<file path="config.mk">
export PLATFORM = sky130hd
export DESIGN_NAME = rvgc_ctrl
export DESIGN_NICKNAME = d
export VERILOG_FILES = /design/src/rtl/core/rvgc_pkg.sv /design/src/rtl/core/rvgc_ctrl.sv
export SDC_FILE = /design/constraint.sdc
export NUM_CORES = 1
export LEC_CHECK = 0
export BUFFER_PORTS_ARGS = -buffer_cell sky130_fd_sc_hd__buf_2
export CELL_PAD_IN_SITES_DETAIL_PLACEMENT = 0
export CELL_PAD_IN_SITES_GLOBAL_PLACEMENT = 1
export CORE_MARGIN = 1
export CORE_UTILIZATION = 30
export CTS_BUF_LIST = sky130_fd_sc_hd__clkbuf_16
export DETAILED_ROUTE_END_ITERATION = 6
export GPL_ROUTABILITY_DRIVEN = 0
export PLACE_DENSITY_LB_ADDON = 0.1
export SLEW_MARGIN = 15
export SYNTH_ARGS = -nofsm -noshare
export SYNTH_HDL_FRONTEND = slang
export SYNTH_SLANG_ARGS = --single-unit
</file>
<file path="constraint.sdc">
create_clock -name clk -period 2 [get_ports clk]
set_input_delay 0.3 -clock clk [delete_from_list [all_inputs] [get_ports clk]]
set_output_delay 0.3 -clock clk [all_outputs]
set_load 0.01 [all_outputs]
</file>
<file path="src/rtl/core/rvgc_pkg.sv">
// Package for the vertical grid line ray caster.
// Widths, codes, controller command/status structs, state types, CORDIC angle table.
// No dependencies.
`default_nettype none
package rvgc_pkg;

	localparam int FRAC_BITS    = 16;
	localparam int POS_W        = 22;
	localparam int ANG_W        = 16;
	localparam int DIST_W       = 32;
	localparam int STAT_W       = 2;
	localparam int CELL_W       = 6;
	localparam int DIM_W        = 7;
	localparam int NUDGE_W      = 16;
	localparam int CFG_IDX_W    = 2;
	localparam int CFG_DATA_W   = 16;
	localparam int MAP_COLS_DEF = 64;
	localparam int MAP_ROWS_DEF = 64;

	localparam int CORD_W       = 32;
	localparam int CORDIC_STEPS = 30;
	localparam int CORD_SH_W    = 5;
	localparam int MAG_W        = 14;
	localparam int TRIG_DIV_W   = 29;
	localparam int TRIG_Q_W     = 45;
	localparam int DIV_STEPS    = TRIG_Q_W;
	localparam int TRIG_CNT_W   = 6;
	localparam logic signed [CORD_W-1:0] CORDIC_X0 = 32'sd268435456;
	localparam logic [TRIG_DIV_W-1:0] CORDIC_RG = 29'd442048841;

	localparam int DX_W        = 32;
	localparam int DY_W        = 64;
	localparam int WCOORD_W    = 8;
	localparam int BND_W       = WCOORD_W + 1;
	localparam int MUL_CHUNK_W = 15;
	localparam int MUL_CHUNKS  = 3;
	localparam int MUL_CNT_W   = 2;
	localparam int PROD_W      = DX_W + TRIG_Q_W;

	localparam logic [CFG_IDX_W-1:0] CFG_MAP_WIDTH  = 2'd0;
	localparam logic [CFG_IDX_W-1:0] CFG_MAP_HEIGHT = 2'd1;
	localparam logic [CFG_IDX_W-1:0] CFG_EDGE_NUDGE = 2'd2;

	localparam logic OP_WRITE_CELL = 1'b0;
	localparam logic OP_CAST       = 1'b1;

	localparam logic signed [ANG_W-1:0] ANG_QUARTER = 16'sd16384;

	typedef enum logic [STAT_W-1:0] {
		RES_WALL = 2'd0,
		RES_LEFT = 2'd1,
		RES_VERT = 2'd2
	} res_code_t;

	typedef enum logic [3:0] {
		ST_CLEAR,
		ST_IDLE,
		ST_START,
		ST_TRIG,
		ST_RD,
		ST_CHK,
		ST_DY_GO,
		ST_MUL_DY,
		ST_POS,
		ST_MUL_DIST,
		ST_RESULT
	} ctrl_state_t;

	typedef enum logic [1:0] {
		TP_IDLE,
		TP_CORDIC,
		TP_DIVIDE
	} trig_phase_t;

	typedef struct packed {
		logic      clear_step;
		logic      cell_wr;
		logic      cast_load;
		logic      trig_start;
		logic      walk_start;
		logic      map_rd;
		logic      step_first;
		logic      step_adv;
		logic      mul_start;
		logic      mul_dist;
		logic      dy_load;
		logic      pos_upd;
		logic      code_wr;
		res_code_t code;
		logic      res_load;
	} ctrl_cmd_t;

	typedef struct packed {
		logic clear_done;
		logic op_cast;
		logic vertical;
		logic trig_busy;
		logic mul_busy;
		logic cell_out;
		logic cell_wall;
		logic step_first;
		logic step_cap;
		logic outside;
	} ctrl_sts_t;

	function automatic logic [CORD_W-1:0] atan_turn(input logic [CORD_SH_W-1:0] i);
		logic [CORD_W-1:0] v;
		case (i)
			5'd0:  v = 32'h20000000;
			5'd1:  v = 32'h12E4051E;
			5'd2:  v = 32'h09FB385B;
			5'd3:  v = 32'h051111D4;
			5'd4:  v = 32'h028B0D43;
			5'd5:  v = 32'h0145D7E1;
			5'd6:  v = 32'h00A2F61E;
			5'd7:  v = 32'h00517C55;
			5'd8:  v = 32'h0028BE53;
			5'd9:  v = 32'h00145F2F;
			5'd10: v = 32'h000A2F98;
			5'd11: v = 32'h000517CC;
			5'd12: v = 32'h00028BE6;
			5'd13: v = 32'h000145F3;
			5'd14: v = 32'h0000A2FA;
			5'd15: v = 32'h0000517D;
			5'd16: v = 32'h000028BE;
			5'd17: v = 32'h0000145F;
			5'd18: v = 32'h00000A30;
			5'd19: v = 32'h00000518;
			5'd20: v = 32'h0000028C;
			5'd21: v = 32'h00000146;
			5'd22: v = 32'h000000A3;
			5'd23: v = 32'h00000051;
			5'd24: v = 32'h00000029;
			5'd25: v = 32'h00000014;
			5'd26: v = 32'h0000000A;
			5'd27: v = 32'h00000005;
			5'd28: v = 32'h00000003;
			5'd29: v = 32'h00000001;
			default: v = '0;
		endcase
		return v;
	endfunction

endpackage
`default_nettype wire

</file>
<file path="src/rtl/core/rvgc_ctrl.sv">
// Controller: map clearing, cast sequencing, walk loop and output register handshake.
// Depends on rvgc_pkg.
`default_nettype none
module rvgc_ctrl (
	input  logic                 clk,
	input  logic                 arst_n,
	input  logic                 in_valid,
	output logic                 in_ready,
	output logic                 out_valid,
	input  logic                 out_ready,
	input  rvgc_pkg::ctrl_sts_t  sts,
	output rvgc_pkg::ctrl_cmd_t  cmd
);
	import rvgc_pkg::*;

	ctrl_state_t state_q, state_d;
	logic out_valid_q;

	always_ff @(posedge clk or negedge arst_n) begin
		if (!arst_n) begin
			state_q     <= ST_CLEAR;
			out_valid_q <= 1'b0;
		end else begin
			state_q <= state_d;
			if (cmd.res_load) out_valid_q <= 1'b1;
			else if (out_ready) out_valid_q <= 1'b0;
		end
	end

	always_comb begin
		state_d  = state_q;
		cmd      = '0;
		in_ready = 1'b0;
		unique case (state_q)
			ST_CLEAR: begin
				cmd.clear_step = !sts.clear_done;
				if (sts.clear_done) state_d = ST_IDLE;
			end
			ST_IDLE: begin
				in_ready = 1'b1;
				if (in_valid) begin
					if (sts.op_cast) begin
						cmd.cast_load = 1'b1;
						state_d = ST_START;
					end else begin
						cmd.cell_wr = 1'b1;
					end
				end
			end
			ST_START: begin
				if (sts.vertical) begin
					cmd.code_wr = 1'b1;
					cmd.code    = RES_VERT;
					state_d = ST_RESULT;
				end else begin
					cmd.trig_start = 1'b1;
					cmd.walk_start = 1'b1;
					state_d = ST_TRIG;
				end
			end
			ST_TRIG: if (!sts.trig_busy) state_d = ST_RD;
			ST_RD: begin
				cmd.map_rd = 1'b1;
				state_d = ST_CHK;
			end
			ST_CHK: begin
				if (sts.cell_out || sts.cell_wall || sts.step_cap) begin
					cmd.code_wr   = 1'b1;
					cmd.code      = (!sts.cell_out && sts.cell_wall) ? RES_WALL : RES_LEFT;
					cmd.mul_start = 1'b1;
					cmd.mul_dist  = 1'b1;
					state_d = ST_MUL_DIST;
				end else if (sts.step_first) begin
					cmd.step_first = 1'b1;
					state_d = ST_DY_GO;
				end else begin
					cmd.step_adv = 1'b1;
					state_d = ST_POS;
				end
			end
			ST_DY_GO: begin
				cmd.mul_start = 1'b1;
				state_d = ST_MUL_DY;
			end
			ST_MUL_DY: begin
				if (!sts.mul_busy) begin
					cmd.dy_load = 1'b1;
					state_d = ST_POS;
				end
			end
			ST_POS: begin
				if (sts.outside) begin
					cmd.code_wr   = 1'b1;
					cmd.code      = RES_LEFT;
					cmd.mul_start = 1'b1;
					cmd.mul_dist  = 1'b1;
					state_d = ST_MUL_DIST;
				end else begin
					cmd.pos_upd = 1'b1;
					state_d = ST_RD;
				end
			end
			ST_MUL_DIST: if (!sts.mul_busy) state_d = ST_RESULT;
			ST_RESULT: begin
				if (!out_valid_q || out_ready) begin
					cmd.res_load = 1'b1;
					state_d = ST_IDLE;
				end
			end
			default: state_d = ST_IDLE;
		endcase
	end

	assign out_valid = out_valid_q;

`ifndef SYNTHESIS
	a_no_accept_in_clear: assert property (@(posedge clk) disable iff (!arst_n)
		(state_q == ST_CLEAR) |-> !in_ready)
		else $error("input ready during map clear");
	a_res_into_free_reg: assert property (@(posedge clk) disable iff (!arst_n)
		cmd.res_load |-> (!out_valid_q || out_ready))
		else $error("result overwrote a pending transfer");
	a_res_shows_valid: assert property (@(posedge clk) disable iff (!arst_n)
		cmd.res_load |=> out_valid_q)
		else $error("loaded result not presented");
	a_mul_not_restarted: assert property (@(posedge clk) disable iff (!arst_n)
		cmd.mul_start |-> !sts.mul_busy)
		else $error("multiplier restarted while busy");
`endif
endmodule
`default_nettype wire

</file>
==> results.yml, run 1 <==
cells_and_area:
  layout.cells.most_common: "buf_2"
  area_growth_pct: 49.0
  final-seq-area_um2: 128
  fill_cells: 193
  nets: 127
  drive_above_1_share: 0.438
  layout_common_cells: "31 x buf_2, 9 x nand2_1, 8 x inv_1"
  diodes: 0
  utilization: 0.501
  final_cell_area_um2: 902
  multi_input_area_um2: 435
grt:
  grt.overflow.total: 0
  grtUsageTotal: 0.169
  grt_pass1_vias: 581
  grt_max_degree: 14
  antenna_found_initial: 0
  grt_pass1_wl_mm: 2.65
cts:
  cts_num_sinks: 5
  h-tree-depth: 1
  clk_pin_slew_ns: 0.03
  cts_tree: "done"
  clockBufferDepth: 2
  cts_made_buffers: 3
  clk_latency_ns: 0.22
  root_buffer: "clkbuf_16"
min_path:
  hp-class: "in2async"
logic_synthesis:
  synth.avg_cell_area_um2: 7.97
  synth_ff_type: "dfrtp_1"
  synth_seq_cells: 5
  synth_area_um2: 606
  async_flop_share: 1.00
  seq_area_frac_synth: 0.207
  syn_nets: 90
  yosys_warnings: 0
  synth_cells: 76
  synth-edff-count: 0
  synth.distinct_cells: 35
timing:
  setup_viol: 0
  tns_ns: 0
  period_needed_ns: 1.87
  clock_skew_ns: 0.000969
  finalHoldViolCount: 0
  worst_slew_pin_slew_ns: 0.363
  slew_headroom: 0.758
  hold_ws_ns: 0.435
  rsz0062_at_grt: "false"
  max_freq_mhz: 535
  min_period_over_period: 0.935
  drv_slew: 0
die:
  die_y_um: 46.9
  start_util: 0.336
  core_area_um2: 1800
  fp.dieW_um: 46.9
  fp.dieArea_um2: 2200
  io_pins: 32
  rows: 15
power_and_ir_drop:
  ir_drop_mv: 1.27
  power_density_nw_per_um2: 1380
  p_leak_nw: 0.468
drt:
  route.detailed.drc: 0
  vias: 677
  dr.pass1.iters: 4
  vias_per_cell: 4.94
  wire_per_inst_um: 12.1
  wl_mm: 1.66
  dr.first_iter.drc_count: 7
  ant_nets: 0
critical_path:
  worst-path-max-fanout: 9
  endpoint_kind: "output port"
  r2r_slack_ns: 0.16
  arrival_ns: 1.57
  cp.required_ns: 1.70
  worstSetupPathType: "reg2out"
  critPathLaunchType: "flop"
placement:
  place_hpwl_mm: 1.29
  dpl_cell_area_um2: 795
  numPortBuffers: 31
run_status:
  status: "completed"
run:
  maxCapViolCount: 0
-- layout make-up --
class,count,area share
Inverter,7,0.0291
Sequential cell,5,0.141
Timing Repair Buffer,37,0.225
Tap cell,25,0.0347
Multi-Input combinational cell,59,0.483
Clock inverter,1,0.00416
Clock buffer,3,0.0832
-- cell usage after synthesis (2+ instances only) --
library cell	n	area, µm²
nor2_1	5	18.8
nor2b_1	6	37.5
dfrtp_1	5	125
inv_1	7	26.3
a31oi_1	2	12.5
o211ai_1	2	15.0
nand2_1	9	33.8
a21oi_1	2	10.0
buf_4	4	30.0
nand2b_1	3	18.8
and3_1	2	12.5
nor3_1	5	25.0
o21ai_0	2	10.0
-- per-stage QoR --
stage	worst slack (ns)	total power [mW]	std cells
floorplan	0.373	0.701	76
global placement	0.213	0.904	132
detailed placement	0.197	0.903	132
CTS	0.00205	1.23	137
global route	0.0149	1.34	137
finish	0.130	1.25	137
-- cells by family after synthesis --
family / count (synthesis) / share of synthesized area
AO/OA/AOI/OAI: 20 / 0.310
buffers and inverters: 12 / 0.101
flip-flops: 5 / 0.207
multiplexers: 1 / 0.0248
AND/OR/NAND/NOR: 38 / 0.357
-- layer usage --
| layer | routed length [µm] | vias to the layer above | track usage | part of all wire |
|---|---|---|---|---|
| met5 | 0 | - | 0 | 0 |
| met1 | 830 | 305 | 0.249 | 0.50 |
| met2 | 760 | 22 | 0.256 | 0.46 |
| met3 | 69 | 0 | 0.0462 | 0.042 |
| li1 | - | 350 | - | - |
| met4 | 0 | 0 | 0.0171 | 0 |
-- what timing repair did --
action | 4_1_cts | 5_1_grt
setup endpoints to repair | 0 | 5
hold buffers | 1 | 0
gates resized for setup | 0 | 5
setup buffers | 0 | 0
endpoints found under the hold margin | 5 | 0
-- power by group --
part | total [mW] | internal (mW) | switching, mW
clock | 0.318 | 0.258 | 0.0601
sequential | 0.248 | 0.144 | 0.104
combinational | 0.682 | 0.347 | 0.335
total | 1.25 | 0.750 | 0.499
-- critical path, stage by stage (launching register included) --
cell	delay (ns)
dfrtp_1	0.54
nor4b_4	0.32
a32oi_2	0.17
a31oi_1	0.18
buf_2	0.15
-- registers in the layout, indices dropped and copies added, names as in the netlist --
signal,cells
state_q,4
out_valid,1
-- worst paths after layout --
check / from / endpoint / cells past startpoint
setup / recovery: state_q[3] / cmd[1] / 4
hold / removal: arst_n / out_valid / 2
setup reg to reg: state_q[2] / state_q[3] / 5
hold reg to reg: out_valid / out_valid / 2
max in group asynchronous: arst_n / state_q[1] / 2
min in group clk: out_ready / out_valid / 3
No activity file was read; power rests on OpenSTA's default activity.
==> run 2, diff against run 1 <==
Settings changed: PLACE_DENSITY set to 0.89, PLACE_DENSITY_LB_ADDON 0.1 to not set.
==> run 2 against run 1 <==
Clock power grew 1%. Worst hold slack got worse by 0.0077 ns. Highest routed layer unchanged. Design area shrank 0.14%. Power shrank 2.3%. Count of clock-buffer cells in the layout unchanged. First-iteration DRC count did not move. Clock skew is 0.0019 ns higher. Non-clock buffer count is the same. Critical endpoint is now cmd[0].
==> results.yml, run 2 (synthesis gave the netlist of run 1 again) <==
die:
  core_area_um2: 1800
  io_pins: 32
  die_y_um: 46.9
  rows: 15
  start_util: 0.336
  fp.dieW_um: 46.9
  fp.dieArea_um2: 2200
drt:
  dr.first_iter.drc_count: 7
  wl_mm: 1.49
  dr.pass1.iters: 4
  ant_nets: 0
  vias_per_cell: 4.98
  vias: 682
  wire_per_inst_um: 10.9
  route.detailed.drc: 0
critical_path:
  crit_path_top_delay_cell: "dfrtp_1"
  critPathLaunchType: "flop"
  worst-path-max-fanout: 8
  endpoint_kind: "output port"
  r2r_end: "state_q[3]"
  regToRegStartpoint: "state_q[3]"
  arrival_ns: 1.57
  critPathTopFamily: "buffers and inverters"
  worstSetupPathType: "reg2out"
  cp.required_ns: 1.70
  worst-path-buf-inv: 3
  slowest_delay_ns: 0.51
  r2r_slack_ns: 0.21
  cpMostUsedCell: "buf_4"
  reg2regPathDepth: 4
  crit_chain: "buf_4 > nand4bb_1 > buf_4 > nor2b_1 > buf_2"
cts:
  clockBufferDepth: 2
  cts_tree: "done"
  cts_num_sinks: 5
  clk_pin_slew_ns: 0.03
  h-tree-depth: 1
  cts_made_buffers: 3
  postCtsSetupRepairBufs: 0
  clk_latency_ns: 0.23
  root_buffer: "clkbuf_16"
power_and_ir_drop:
  ir_drop_mv: 0.846
  p_leak_nw: 0.466
  pwr-share-clk: 0.264
  p_sw_mw: 0.480
  seqPwrFrac: 0.209
  swShare: 0.393
  combPwrFrac: 0.527
  internal_power_mw: 0.740
  power_density_nw_per_um2: 1350
timing:
  clock_skew_ns: 0.00282
  slew_headroom: 0.778
  rsz0062_at_grt: "false"
  fin_ws_ns: 0.129
  tns_ns: 0
  min_period_over_period: 0.936
  drv_slew: 0
  setup_viol: 0
  period_needed_ns: 1.87
  finalHoldViolCount: 0
  max_freq_mhz: 534
  worst_slew_pin_slew_ns: 0.332
placement:
  dpl_cell_area_um2: 795
  numPortBuffers: 31
  place_hpwl_mm: 1.21
  post-place-ws_ns: 0.178
cells_and_area:
  final_cell_area_um2: 901
  largest_reg_flops: 4
  layout_common_cells: "31 x buf_2, 9 x nand2_1, 8 x inv_1"
  layout.cells.most_common: "buf_2"
  fill_cells: 186
  diodes: 0
  drive_above_1_share: 0.455
  largest-register: "state_q"
  area_growth_pct: 48.8
  nets: 127
grt:
  grtUsageTotal: 0.145
  grt_pass1_wl_mm: 2.24
  grt_max_degree: 18
  antenna_found_initial: 0
  grt.overflow.total: 0
  grt_pass1_vias: 551
run:
  maxCapViolCount: 0
run_status:
  status: "completed"
min_path:
  hp-class: "in2async"
[run 2: repair_timing]
item                                   CTS  global route
hold buffers                             1             0
endpoints found under the hold margin    5             0
setup endpoints to repair                0             6
resized for setup                        0             6
[run 2: power by group through the flow]
stage                     Combinational (mW)  Sequential, mW  Clock (mW)
after floorplan                        0.520           0.181           0
after global routing                   0.712           0.269       0.336
after detailed placement               0.635           0.240           0
after CTS                              0.637           0.239       0.325
final                                  0.643           0.256       0.322
after global placement                 0.629           0.238           0
[run 2: worst max path at each step]
| stage | start | end | slack (ns) | depth (start not counted) |
|---|---|---|---|---|
| global route | state_q[1] | cmd[8] | 0.03 | 5 |
| detailed placement | state_q[1] | state_q[3] | 0.18 | 4 |
| global placement | state_q[1] | state_q[3] | 0.21 | 4 |
| floorplan | state_q[3] | state_q[3] | 0.37 | 4 |
| finish | state_q[3] | cmd[0] | 0.13 | 5 |
| CTS | state_q[1] | cmd[1] | 0.02 | 4 |
[run 2: layout make-up]
| cell class | instances | area [µm²] | area share |
|---|---|---|---|
| multi-input cells | 59 | 433 | 0.481 |
| repair buffers | 37 | 203 | 0.225 |
| flip-flops and latches | 5 | 129 | 0.143 |
| clock buffers | 3 | 75.1 | 0.0833 |
| well taps | 25 | 31.3 | 0.0347 |
| inverters | 7 | 26.3 | 0.0292 |
| clock inverters | 1 | 3.75 | 0.00417 |
[run 2: worst register-to-register path, delay by kind of cell, from the launching register on]
family / cells / cell delay, ns
mux: 1 / 0.32
flops: 1 / 0.48
simple gates: 1 / 0.61
compound gates: 2 / 0.27
[run 2: metrics by stage]
stage | hold slack, ns | std cells | total power, mW | util
floorplan | 0.00441 | 76 | 0.701 | -
global placement | 0.120 | 132 | 0.867 | 0.441
detailed placement | 0.123 | 132 | 0.875 | 0.441
CTS | 0.420 | 137 | 1.20 | 0.490
global route | 0.440 | 137 | 1.32 | 0.500
finish | 0.427 | 137 | 1.22 | 0.500
[run 2: metal layers]
layer	global-route usage	vias up	wire length, µm
li1	-	347	-
met1	0.201	319	689
met2	0.219	16	741
met3	0.0462	0	58
met4	0.0343	0	0
met5	0	-	0
==> run 3, diff against run 2 <==
Settings changed: CELL_PAD_IN_SITES_DETAIL_PLACEMENT 0 to not set, CELL_PAD_IN_SITES_GLOBAL_PLACEMENT 1 to not set, CORE_UTILIZATION 30 to 43, PLACE_DENSITY 0.89 to 0.88.
==> run 3 against run 2 <==
Global-route usage up 7.0 points. Routed wire length up 2.8%. Maximum frequency shrank 2.6%. Sequential power grew 4%. Count of clock-buffer cells in the layout is the same. Combinational power is 5.8% lower. Critical path depth fell by 1. Register-to-register slack lost 0.08 ns. Clock skew up 0.00079 ns.
==> results.yml, run 3 (synthesis gave the netlist of run 1 again) <==
cts:
  clk_pin_slew_ns: 0.03
  root_buffer: "clkbuf_16"
  clk_latency_ns: 0.23
  h-tree-depth: 1
  clockBufferDepth: 2
  postCtsSetupRepairBufs: 0
  cts_made_buffers: 3
  cts_num_sinks: 5
  cts_tree: "done"
die:
  die_y_um: 39.5
  start_util: 0.465
  fp.dieArea_um2: 1560
  core_area_um2: 1300
  rows: 13
  fp.dieW_um: 39.5
  io_pins: 32
run_status:
  status: "completed"
critical_path:
  arrival_ns: 1.62
  crit_chain: "nor2b_2 > a32oi_2 > a31oi_1 > buf_2"
  crit_path_top_delay_cell: "dfrtp_1"
  worst-path-buf-inv: 1
  r2r_slack_ns: 0.13
  cp.required_ns: 1.70
  critPathTopFamily: "flip-flops"
  slowest_delay_ns: 0.54
  endpoint_kind: "output port"
  worstSetupPathType: "reg2out"
  critPathLaunchType: "flop"
  worst-path-max-fanout: 9
drt:
  wl_mm: 1.53
  route.detailed.drc: 0
  vias: 687
  dr.first_iter.drc_count: 23
  ant_nets: 0
  wire_per_inst_um: 12.4
  vias_per_cell: 5.54
  dr.pass1.iters: 4
grt:
  grt_pass1_wl_mm: 2.25
  grt_max_degree: 18
  grtUsageTotal: 0.216
  grt_pass1_vias: 552
  grt.overflow.total: 0
  antenna_found_initial: 0
timing:
  slew_headroom: 0.764
  rsz0062_at_grt: "false"
  clock_skew_ns: 0.00361
  period_needed_ns: 1.92
  setup_viol: 0
  max_freq_mhz: 520
  finalHoldViolCount: 0
  tns_ns: 0
  min_period_over_period: 0.961
  drv_slew: 0
  worst_slew_pin_slew_ns: 0.354
min_path:
  hp-class: "in2async"
cells_and_area:
  layout_common_cells: "31 x buf_2, 9 x nand2_1, 8 x inv_1"
  diodes: 0
  nets: 124
  largest_reg_flops: 4
  area_growth_pct: 42.8
  largest-register: "state_q"
  drive_above_1_share: 0.431
  layout.cells.most_common: "buf_2"
  utilization: 0.664
  fill_cells: 108
placement:
  place_hpwl_mm: 1.14
  numPortBuffers: 31
power_and_ir_drop:
  ir_drop_mv: 1.05
  seqPwrFrac: 0.224
  p_leak_nw: 0.454
  combPwrFrac: 0.507
  pwr-share-clk: 0.269
  swShare: 0.405
  internal_power_mw: 0.712
  power_density_nw_per_um2: 1380
  p_sw_mw: 0.483
run:
  maxCapViolCount: 0
## run 3: timing repair
item,CTS,global route
resized for setup,1,4
setup endpoints to repair,1,5
hold buffers,1,0
endpoints found under the hold margin,5,0
pin swaps,0,0
## run 3: path summary, 6_finish.rpt
kind,start,endpoint,cells past startpoint
min in group clk,out_ready,out_valid,3
max in group asynchronous,arst_n,state_q[1],2
min,arst_n,out_valid,2
max reg2reg,state_q[2],state_q[3],4
min reg2reg,out_valid,out_valid,2
max,state_q[2],cmd[1],4
## run 3: layout make-up
cell class	instances	area, µm²	share of cell area
multi-input combinational	59	433	0.501
timing repair buffer	34	180	0.208
sequential	5	128	0.148
clock buffer	3	75.1	0.0868
inverter	7	26.3	0.0304
tap	15	18.8	0.0217
clock inverter	1	3.75	0.00434
## run 3: through the flow
step,power [mW],setup slack (ns),hold slack [ns],area (µm²),std cells
6_report,1.20,0.0784,0.427,865,124
5_1_grt,1.28,0.0228,0.455,865,124
4_1_cts,1.18,0.0306,0.423,850,124
3_5_place_dp,0.837,0.168,0.121,759,119
3_3_place_gp,0.825,0.212,0.120,759,119
2_1_floorplan,0.701,0.373,0.00441,606,76
## run 3: layer usage
| layer | GRT usage | part of all wire | vias up |
|---|---|---|---|
| met3 | 0.0682 | 0.063 | 4 |
| met2 | 0.381 | 0.51 | 26 |
| met5 | 0 | 0 | - |
| met4 | 0.0517 | 0.0072 | 0 |
| li1 | - | - | 342 |
| met1 | 0.246 | 0.42 | 315 |
## run 3: power by group through the flow
| stage | Sequential (mW) | Combinational (mW) | Clock (mW) |
|---|---|---|---|
| 2_1_floorplan | 0.181 | 0.520 | 0 |
| 6_report | 0.267 | 0.606 | 0.321 |
| 5_1_grt | 0.279 | 0.664 | 0.336 |
| 4_1_cts | 0.251 | 0.597 | 0.329 |
| 3_3_place_gp | 0.242 | 0.583 | 0 |
| 3_5_place_dp | 0.252 | 0.585 | 0 |
